==> config.mk <==
export PLATFORM = sky130hd
export DESIGN_NAME = bsb_ctrl
export DESIGN_NICKNAME = d
export VERILOG_FILES = /design/src/rtl/bsb_pkg.sv /design/src/rtl/bsb_ctrl.sv
export SDC_FILE = /design/constraint.sdc
export NUM_CORES = 1
export LEC_CHECK = 0
export ABC_AREA = 1
export BUFFER_PORTS_ARGS = -buffer_cell sky130_fd_sc_hd__buf_4
export CORE_MARGIN = 8
export CORE_UTILIZATION = 54
export DETAILED_ROUTE_END_ITERATION = 12
export PLACE_DENSITY = 0.94
export SETUP_SLACK_MARGIN = 0.02
export SLEW_MARGIN = 20
export SYNTH_ARGS = -nofsm -noshare
export SYNTH_HDL_FRONTEND = slang
export SYNTH_SLANG_ARGS = --single-unit
==> constraint.sdc <==
create_clock -name aclk -period 2.11 [get_ports aclk]
set_input_delay 0.211 -clock aclk [delete_from_list [all_inputs] [get_ports aclk]]
set_output_delay 0.211 -clock aclk [all_outputs]
set_load 0.01 [all_outputs]
==> src/rtl/bsb_pkg.sv <==
package bsb_pkg;

    localparam int CANVAS_SIDE      = 256;
    localparam int COORD_W          = 8;
    localparam int ADDR_W           = 2 * COORD_W;
    localparam int BRUSH_RADIUS_MAX = 25;
    localparam int OFF_W            = 7;
    localparam int PIX_W            = 10;
    localparam int D2_W             = 11;
    localparam int RQ_W             = 17;
    localparam int RQ2_W            = 2 * RQ_W;
    localparam int SQ_W             = 43;
    localparam int DQ_W             = 22;
    localparam int Q_W              = 17;
    localparam int SCALE_W          = 40;
    localparam int CNT_W            = 5;

    localparam logic [RQ_W-1:0] RQ_MIN   = RQ_W'(4096);
    localparam logic [RQ_W-1:0] RQ_MAX   = RQ_W'(BRUSH_RADIUS_MAX * 4096);
    localparam logic [15:0]     FSAT_MAX = 16'd40960;
    localparam logic [16:0]     WT_ONE   = 17'h10000;

    localparam logic [OFF_W-1:0] OFF_FIRST = OFF_W'(-BRUSH_RADIUS_MAX);
    localparam logic [OFF_W-1:0] OFF_LAST  = OFF_W'(BRUSH_RADIUS_MAX - 1);

    localparam logic [CNT_W-1:0] SQRT_LAST = CNT_W'(21);
    localparam logic [CNT_W-1:0] DIV_LAST  = CNT_W'(16);
    localparam logic [CNT_W-1:0] CH_LAST   = CNT_W'(2);

    localparam logic [1:0] ACT_WRITE = 2'd0;
    localparam logic [1:0] ACT_STAMP = 2'd1;
    localparam logic [1:0] ACT_READ  = 2'd2;

    localparam logic [2:0] CFG_WIDTH   = 3'd0;
    localparam logic [2:0] CFG_HEIGHT  = 3'd1;
    localparam logic [2:0] CFG_INK     = 3'd2;
    localparam logic [2:0] CFG_SIZE    = 3'd3;
    localparam logic [2:0] CFG_FLOOR   = 3'd4;
    localparam logic [2:0] CFG_CEILING = 3'd5;

    typedef struct packed {
        logic       load_item;
        logic       exec_write;
        logic       exec_read;
        logic       read_capture;
        logic       prep1;
        logic       prep2;
        logic       test;
        logic       sqrt_step;
        logic       div_init;
        logic       div_step;
        logic       mul1;
        logic       mul2;
        logic       wt;
        logic       blend;
        logic [1:0] blend_ch;
        logic       wr_stamp;
        logic       next_off;
        logic       load_out;
    } cmd_t;

    typedef struct packed {
        logic [1:0] act;
        logic       hit;
        logic       off_last;
    } stat_t;

endpackage

==> src/rtl/bsb_ctrl.sv <==
module bsb_ctrl (
    input  logic              aclk,
    input  logic              aresetn,
    input  logic              s_tvalid,
    output logic              s_tready,
    output logic              m_tvalid,
    input  logic              m_tready,
    input  bsb_pkg::stat_t    stat,
    output bsb_pkg::cmd_t     cmd
);

    localparam logic [3:0] S_IDLE  = 4'd0;
    localparam logic [3:0] S_EXEC  = 4'd1;
    localparam logic [3:0] S_RD    = 4'd2;
    localparam logic [3:0] S_PREP2 = 4'd3;
    localparam logic [3:0] S_TEST  = 4'd4;
    localparam logic [3:0] S_SQRT  = 4'd5;
    localparam logic [3:0] S_DIVI  = 4'd6;
    localparam logic [3:0] S_DIV   = 4'd7;
    localparam logic [3:0] S_MUL1  = 4'd8;
    localparam logic [3:0] S_MUL2  = 4'd9;
    localparam logic [3:0] S_WT    = 4'd10;
    localparam logic [3:0] S_BLEND = 4'd11;
    localparam logic [3:0] S_WR    = 4'd12;
    localparam logic [3:0] S_DONE  = 4'd13;

    logic [3:0]               state_reg, state_next;
    logic [bsb_pkg::CNT_W-1:0] cnt_reg, cnt_next;
    logic                     m_valid_reg, m_valid_next;
    logic                     out_free;

    assign out_free = !m_valid_reg || m_tready;
    assign s_tready = (state_reg == S_IDLE);
    assign m_tvalid = m_valid_reg;

    always_comb begin
        state_next   = state_reg;
        cnt_next     = cnt_reg;
        m_valid_next = m_valid_reg && !m_tready;
        cmd          = '0;
        cmd.blend_ch = cnt_reg[1:0];
        unique case (state_reg)
            S_IDLE: begin
                if (s_tvalid) begin
                    cmd.load_item = 1'b1;
                    state_next    = S_EXEC;
                end
            end
            S_EXEC: begin
                priority if (stat.act == bsb_pkg::ACT_WRITE) begin
                    cmd.exec_write = 1'b1;
                    state_next     = S_DONE;
                end else if (stat.act == bsb_pkg::ACT_READ) begin
                    cmd.exec_read = 1'b1;
                    state_next    = S_RD;
                end else if (stat.act == bsb_pkg::ACT_STAMP) begin
                    cmd.prep1  = 1'b1;
                    state_next = S_PREP2;
                end else begin
                    state_next = S_DONE;
                end
            end
            S_RD: begin
                cmd.read_capture = 1'b1;
                state_next       = S_DONE;
            end
            S_PREP2: begin
                cmd.prep2  = 1'b1;
                state_next = S_TEST;
            end
            S_TEST: begin
                cmd.test = 1'b1;
                cnt_next = '0;
                if (stat.hit) begin
                    state_next = S_SQRT;
                end else if (stat.off_last) begin
                    state_next = S_DONE;
                end else begin
                    cmd.next_off = 1'b1;
                end
            end
            S_SQRT: begin
                cmd.sqrt_step = 1'b1;
                cnt_next      = cnt_reg + 1'b1;
                if (cnt_reg == bsb_pkg::SQRT_LAST) begin
                    state_next = S_DIVI;
                end
            end
            S_DIVI: begin
                cmd.div_init = 1'b1;
                cnt_next     = '0;
                state_next   = S_DIV;
            end
            S_DIV: begin
                cmd.div_step = 1'b1;
                cnt_next     = cnt_reg + 1'b1;
                if (cnt_reg == bsb_pkg::DIV_LAST) begin
                    state_next = S_MUL1;
                end
            end
            S_MUL1: begin
                cmd.mul1   = 1'b1;
                state_next = S_MUL2;
            end
            S_MUL2: begin
                cmd.mul2   = 1'b1;
                state_next = S_WT;
            end
            S_WT: begin
                cmd.wt     = 1'b1;
                cnt_next   = '0;
                state_next = S_BLEND;
            end
            S_BLEND: begin
                cmd.blend = 1'b1;
                cnt_next  = cnt_reg + 1'b1;
                if (cnt_reg == bsb_pkg::CH_LAST) begin
                    state_next = S_WR;
                end
            end
            S_WR: begin
                cmd.wr_stamp = 1'b1;
                if (stat.off_last) begin
                    state_next = S_DONE;
                end else begin
                    cmd.next_off = 1'b1;
                    state_next   = S_TEST;
                end
            end
            S_DONE: begin
                if (out_free) begin
                    cmd.load_out = 1'b1;
                    m_valid_next = 1'b1;
                    state_next   = S_IDLE;
                end
            end
            default: begin
                state_next = S_IDLE;
            end
        endcase
    end

    always_ff @(posedge aclk) begin
        if (!aresetn) begin
            state_reg   <= S_IDLE;
            cnt_reg     <= '0;
            m_valid_reg <= 1'b0;
        end else begin
            state_reg   <= state_next;
            cnt_reg     <= cnt_next;
            m_valid_reg <= m_valid_next;
        end
    end

endmodule

======== Word level (Yosys, flattened, before mapping) ========
Index checks and enable logic that the tools add are counted.
storage, ports and cells
  register bits ........................... 10
  input port bits ......................... 8
  output and inout bits ................... 21
  logic and storage cells ................. 79
cells by class
  add/subtract/negate cells ............... 1
  equality and inequality tests ........... 24
  multiplexer cells ....................... 41
  reduce and logical (&&, ||, !) cells .... 10
operator list
  operator               count
  $pmux W4 S14           1
  $mux W4                11
  $mux W1                26
  $eq A4 B4 Y1 const B   6
  $eq A4 B3 Y1 const B   4
  $eq A5 B5 Y1 const B   2
  $ne A2 B2 Y1 const B   5
  $pmux W5 S2            1
  $eq A4 B2 Y1 const B   2
  $reduce_and A6 Y1      1
  $reduce_or A3 Y1       2
  $add A5 B1 Y5 const B  1
  $eq A5 B2 Y1 const B   1
  $eq A4 B1 Y1 const B   1
  $logic_not A4 Y1       1
  $ne A3 B3 Y1 const B   1
  $eq A2 B1 Y1 const B   1
  $eq A2 B2 Y1 const B   1
  $logic_not A1 Y1       2
  $logic_not A2 Y1       1
  $mux W2                1
  $pmux W1 S2            1
  $reduce_bool A2 Y1     1
  $logic_and A1 B1 Y1    1
  $logic_or A1 B1 Y1     1

======== Longest topological paths before layout ========
  word-level depth ........................ 5
  depth in mapped cells ................... 11
  depth with buffers taken out ............ 11

======== Worst setup path after synthesis ========
OpenSTA, ideal clock, no wires.
  path kind ............................... reg-to-reg
  from .................................... register cnt_reg[0] (netlist name)
  to ...................................... register state_reg[2]
  library setup time ...................... 0.070 ns
  arrival time ............................ 1.163 ns
  data required time ...................... 2.040 ns
  setup slack ............................. 0.877 ns
  stages on the path, launching flop included .. 11
  buffers on the path ..................... 0
  clock period less this slack ............ 1.233 ns
  path through ............................ dfxtp_1 inv_1 ha_1 inv_1 nor2_1 nand2_1 nand2_2 nand3_2 nor2_2 nand2_1 a21oi_1
on the way
  word-level cells in the longest chain between the ends .. 3
  elaborated cells on any way between the ends .. 7
  classes of those cells .................. eq/ne (6); reduce/logical (1)
ends and longest elaborated chain
  what                                    line             source
  start, declared                         bsb_ctrl.sv:28   logic [bsb_pkg::CNT_W-1:0] cnt_reg, cnt_next;
  start signal, assigned                  bsb_ctrl.sv:150  cnt_reg <= cnt_next;
  $eq A5 B2 Y1 (tied with other cells)    bsb_ctrl.sv:117  if (cnt_reg == bsb_pkg::CH_LAST) begin
  $ne A2 B2 Y1 (no source line)           --
  $reduce_and A6 Y1 (no source line) (*)  --
  end signal, assigned                    bsb_ctrl.sv:149  state_reg <= state_next;
  end, declared                           bsb_ctrl.sv:27   logic [3:0] state_reg, state_next;
Mark *: on every way between the ends. The rest lies on a longest branch, timed or not.
A chain may end at the register's enable or synchronous reset.

==> flow_results.xml <==
<?xml version="1.0" encoding="UTF-8"?>
<metrics>
  <group name="clock_network">
    <metric name="tritoncts_clock_tree" unit="">done</metric>
    <metric name="clkSlewWorstSetupHoldPaths" unit="ns">0.06</metric>
    <metric name="cts.path.max_buffers" unit="">2</metric>
    <metric name="post_cts_resize_count" unit="">0</metric>
    <metric name="cts_post_setup_buffers_inserted" unit="">0</metric>
    <metric name="clk_latency" unit="ns">0.27</metric>
    <metric name="cts.sinks" unit="">10</metric>
    <metric name="post_cts_hold_buffer_count" unit="">0</metric>
    <metric name="clock-root-buffer" unit="">clkbuf_4</metric>
    <metric name="number_of_buffers_created_by_cts" unit="">3</metric>
    <metric name="max_h_tree_level" unit="">1</metric>
  </group>
  <group name="synthesis">
    <metric name="synth_edf_count" unit="">0</metric>
    <metric name="syn-cell-area" unit="um^2">931</metric>
    <metric name="synth_seq_cells" unit="">10</metric>
    <metric name="synth-main-ff-cell" unit="">dfxtp_1</metric>
    <metric name="yosysMostFrequentCell" unit="">nand2_1</metric>
    <metric name="syn-mean-instance-area" unit="um^2">5.93</metric>
    <metric name="async_reset_ff_share" unit="%">0</metric>
    <metric name="synth_sequential_area_ratio" unit="%">21.5</metric>
    <metric name="synth.largest_area_cell" unit="">dfxtp_1</metric>
    <metric name="netlist_instances" unit="">157</metric>
    <metric name="post_synth_num_cell_types" unit="">21</metric>
    <metric name="ys.warnings.count" unit="">0</metric>
    <metric name="synth.area.top_cells" unit="">dfxtp_1 22%, nand2_1 13%, inv_1 12%</metric>
    <metric name="post_synth_most_frequent_cells" unit="">32 x nand2_1, 29 x inv_1, 28 x nor2_1</metric>
    <metric name="synth_top_cell_area_share" unit="%">21.5</metric>
    <metric name="post_synthesis_net_count" unit="">173</metric>
  </group>
  <group name="global_route">
    <metric name="track_usage" unit="%">14.6</metric>
    <metric name="grt_pass1_vias" unit="">969</metric>
    <metric name="grt_pass1_wl" unit="mm">4.02</metric>
    <metric name="initial_antenna_violation_count" unit="">0</metric>
    <metric name="global_route.overflow_total" unit="">0</metric>
    <metric name="grt_start_max_net_pins" unit="">9</metric>
  </group>
  <group name="sta">
    <metric name="setup_ws" unit="ns">0.473</metric>
    <metric name="hold_viol_final" unit="">0</metric>
    <metric name="achievable-frequency" unit="MHz">611</metric>
    <metric name="final_cycle_share" unit="%">77.6</metric>
    <metric name="clock_skew" unit="ns">0.0104</metric>
    <metric name="unrepaired_setup_endpoints_after_global_routing" unit="">no</metric>
    <metric name="timing.final.max_slew_violations" unit="">0</metric>
    <metric name="worst_slew_pin_slew" unit="ns">0.304</metric>
    <metric name="slew-limit-headroom" unit="%">79.7</metric>
    <metric name="final.setup.tns" unit="ns">0</metric>
    <metric name="final.min_clock_period" unit="ns">1.64</metric>
    <metric name="timing.final.setup_violations" unit="">0</metric>
  </group>
  <group name="min_path">
    <metric name="holdCritPathClass" unit="">in2reg</metric>
    <metric name="timing.hold.worst_path_depth" unit="">3</metric>
  </group>
  <group name="critical_path">
    <metric name="cp.buffers_inverters" unit="">3</metric>
    <metric name="critical_path_arrival" unit="ns">1.43</metric>
    <metric name="critical_path_cell_count" unit="">6</metric>
    <metric name="worstPathCellList" unit="">nor2_1 &gt; inv_1 &gt; nor2_2 &gt; inv_1 &gt; nor2_1 &gt; buf_4</metric>
    <metric name="critical_path.startpoint_type" unit="">register</metric>
    <metric name="timing.reg2reg.worst_path_depth" unit="">10</metric>
    <metric name="worst_path_largest_cell_delay" unit="ns">0.38</metric>
    <metric name="critical_path.endpoint_type" unit="">output pin</metric>
    <metric name="crit_path_category" unit="">reg2out</metric>
    <metric name="data_required_time_of_the_critical_path" unit="ns">1.90</metric>
    <metric name="critPathTopFamily" unit="">simple AND/OR/NAND/NOR gates</metric>
    <metric name="cpMaxStageDelayCell" unit="">dfxtp_1</metric>
    <metric name="timing.critical_path.fanout_max" unit="">7</metric>
  </group>
  <group name="routing">
    <metric name="vias_per_cell" unit="">5.09</metric>
    <metric name="drt.antenna.violating_nets" unit="">0</metric>
    <metric name="detail_route.wl_per_cell" unit="um">12.1</metric>
    <metric name="drcViolationCount" unit="">0</metric>
    <metric name="vias" unit="">1038</metric>
    <metric name="drtPass1Iterations" unit="">4</metric>
    <metric name="detail_route.wirelength" unit="mm">2.47</metric>
    <metric name="dr.first_iter.drc_count" unit="">32</metric>
  </group>
  <group name="floorplan">
    <metric name="die_h" unit="um">57.5</metric>
    <metric name="die-width" unit="um">57.5</metric>
    <metric name="die-area" unit="um^2">3310</metric>
    <metric name="placeableCoreArea" unit="um^2">1670</metric>
    <metric name="ios" unit="">29</metric>
    <metric name="rows" unit="">15</metric>
    <metric name="start_util" unit="%">55.7</metric>
  </group>
  <group name="layout">
    <metric name="largest_reg_flops" unit="">5</metric>
    <metric name="final.fill_count" unit="">147</metric>
    <metric name="drive_gt1_share" unit="%">25.1</metric>
    <metric name="areaGrowthSynthToFinish" unit="%">27.2</metric>
    <metric name="n_antenna_cell" unit="">0</metric>
    <metric name="postLayoutCoreUtil" unit="%">70.9</metric>
    <metric name="finish.net_count" unit="">204</metric>
  </group>
  <group name="power">
    <metric name="p_int" unit="mW">0.578</metric>
    <metric name="seqPwrFrac" unit="%">25.0</metric>
    <metric name="power.density_cell_area" unit="nW/um^2">954</metric>
    <metric name="comb_power_share" unit="%">59.6</metric>
    <metric name="switching_power_share_of_the_total" unit="%">48.8</metric>
    <metric name="share_clk_of_total_power" unit="%">15.3</metric>
    <metric name="p_sw" unit="mW">0.551</metric>
    <metric name="power.static_leakage" unit="nW">0.670</metric>
    <metric name="fin_total_pwr" unit="mW">1.13</metric>
    <metric name="vdd_ir_drop_max" unit="uV">645</metric>
  </group>
  <group name="placed_design">
    <metric name="portBuffers" unit="">28</metric>
    <metric name="detailedPlacementHpwl" unit="mm">2.06</metric>
    <metric name="routabilityCongestion" unit="">0.945</metric>
    <metric name="placement.setup.worst_slack" unit="ns">0.696</metric>
  </group>
  <group name="outcome">
    <metric name="status" unit="">complete, no violations</metric>
  </group>
  <group name="flow_run">
    <metric name="maxCapViolations" unit="">0</metric>
  </group>
</metrics>
[layer usage]
metal	up-vias	track usage [%]	wire [um]	part of all wire (%)
li1	544	-	-	-
met1	461	14.8	981	40
met2	31	26.8	1290	52
met3	2	4.48	190	7.7
met4	0	5.71	16	0.65
met5	-	0	0	0
[power by group through the flow]
stage	clock network, mW	registers [mW]	logic (mW)
final	0.173	0.283	0.673
after detailed placement	0	0.286	0.670
after global routing	0.188	0.288	0.753
after floorplan	0	0.274	0.459
after global placement	0	0.283	0.648
after CTS	0.180	0.282	0.673
[worst reg2reg max path: stages, from the launching register on]
cell and delay (ns):
dfxtp_1 0.38, inv_1 0.12, ha_1 0.16, inv_1 0.04, nor2_1 0.10, nand2_1 0.08
nand2_2 0.10, nand3_2 0.08, nor2_2 0.15, nand2_1 0.08, a21oi_1 0.13
[layout by cell type, fill, tap and decap left out, types with 2 or more instances in the layout]
cell type  Yosys  final
nand2_1       32     32
inv_1         29     29
nor2_1        28     28
buf_4          2     28
dfxtp_1       10     10
a21oi_1        8      8
ha_1           8      8
nor2_2         6      6
nand3_1        6      6
nand2_2        4      4
o21ai_0        4      4
nand4_1        4      4
inv_2          3      3
nor3_1         3      3
nand3b_1       3      3
clkbuf_4       0      3
nand3_2        2      2
[through the flow]
stage          std cells  hold WS, ns  instance area [um^2]
3_5_place_dp         200        0.428                  1150
6_report             204        0.162                  1180
2_1_floorplan        157        0.309                   931
3_3_place_gp         200        0.421                  1150
5_1_grt              204        0.158                  1180
4_1_cts              204        0.157                  1180
[layout make-up]
class	instances	area (um^2)	share of cell area, %
multi-input combinational	113	596	50.3
timing repair buffer	28	210	17.8
sequential	10	200	16.9
inverter	32	120	10.1
clock buffer	4	36.3	3.07
tap	17	21.3	1.80
[worst paths after layout]
path | slack (ns) | end | from
min reg2reg | 0.56 | cnt_reg[1] | cnt_reg[1]
max | 0.47 | cmd[16] | state_reg[2]
min | 0.16 | state_reg[0] | aresetn
max reg2reg | 0.62 | state_reg[2] | cnt_reg[0]
[logic make-up after synthesis]
group / Yosys count / share of synthesized area, %
xor+xnor: 1 / 0.941
flops: 10 / 21.5
simple gates: 90 / 44.5
compound gates: 14 / 7.80
buf+inv: 34 / 14.5
fa+ha+maj: 8 / 10.8
Power figures use the tool's default switching activity.
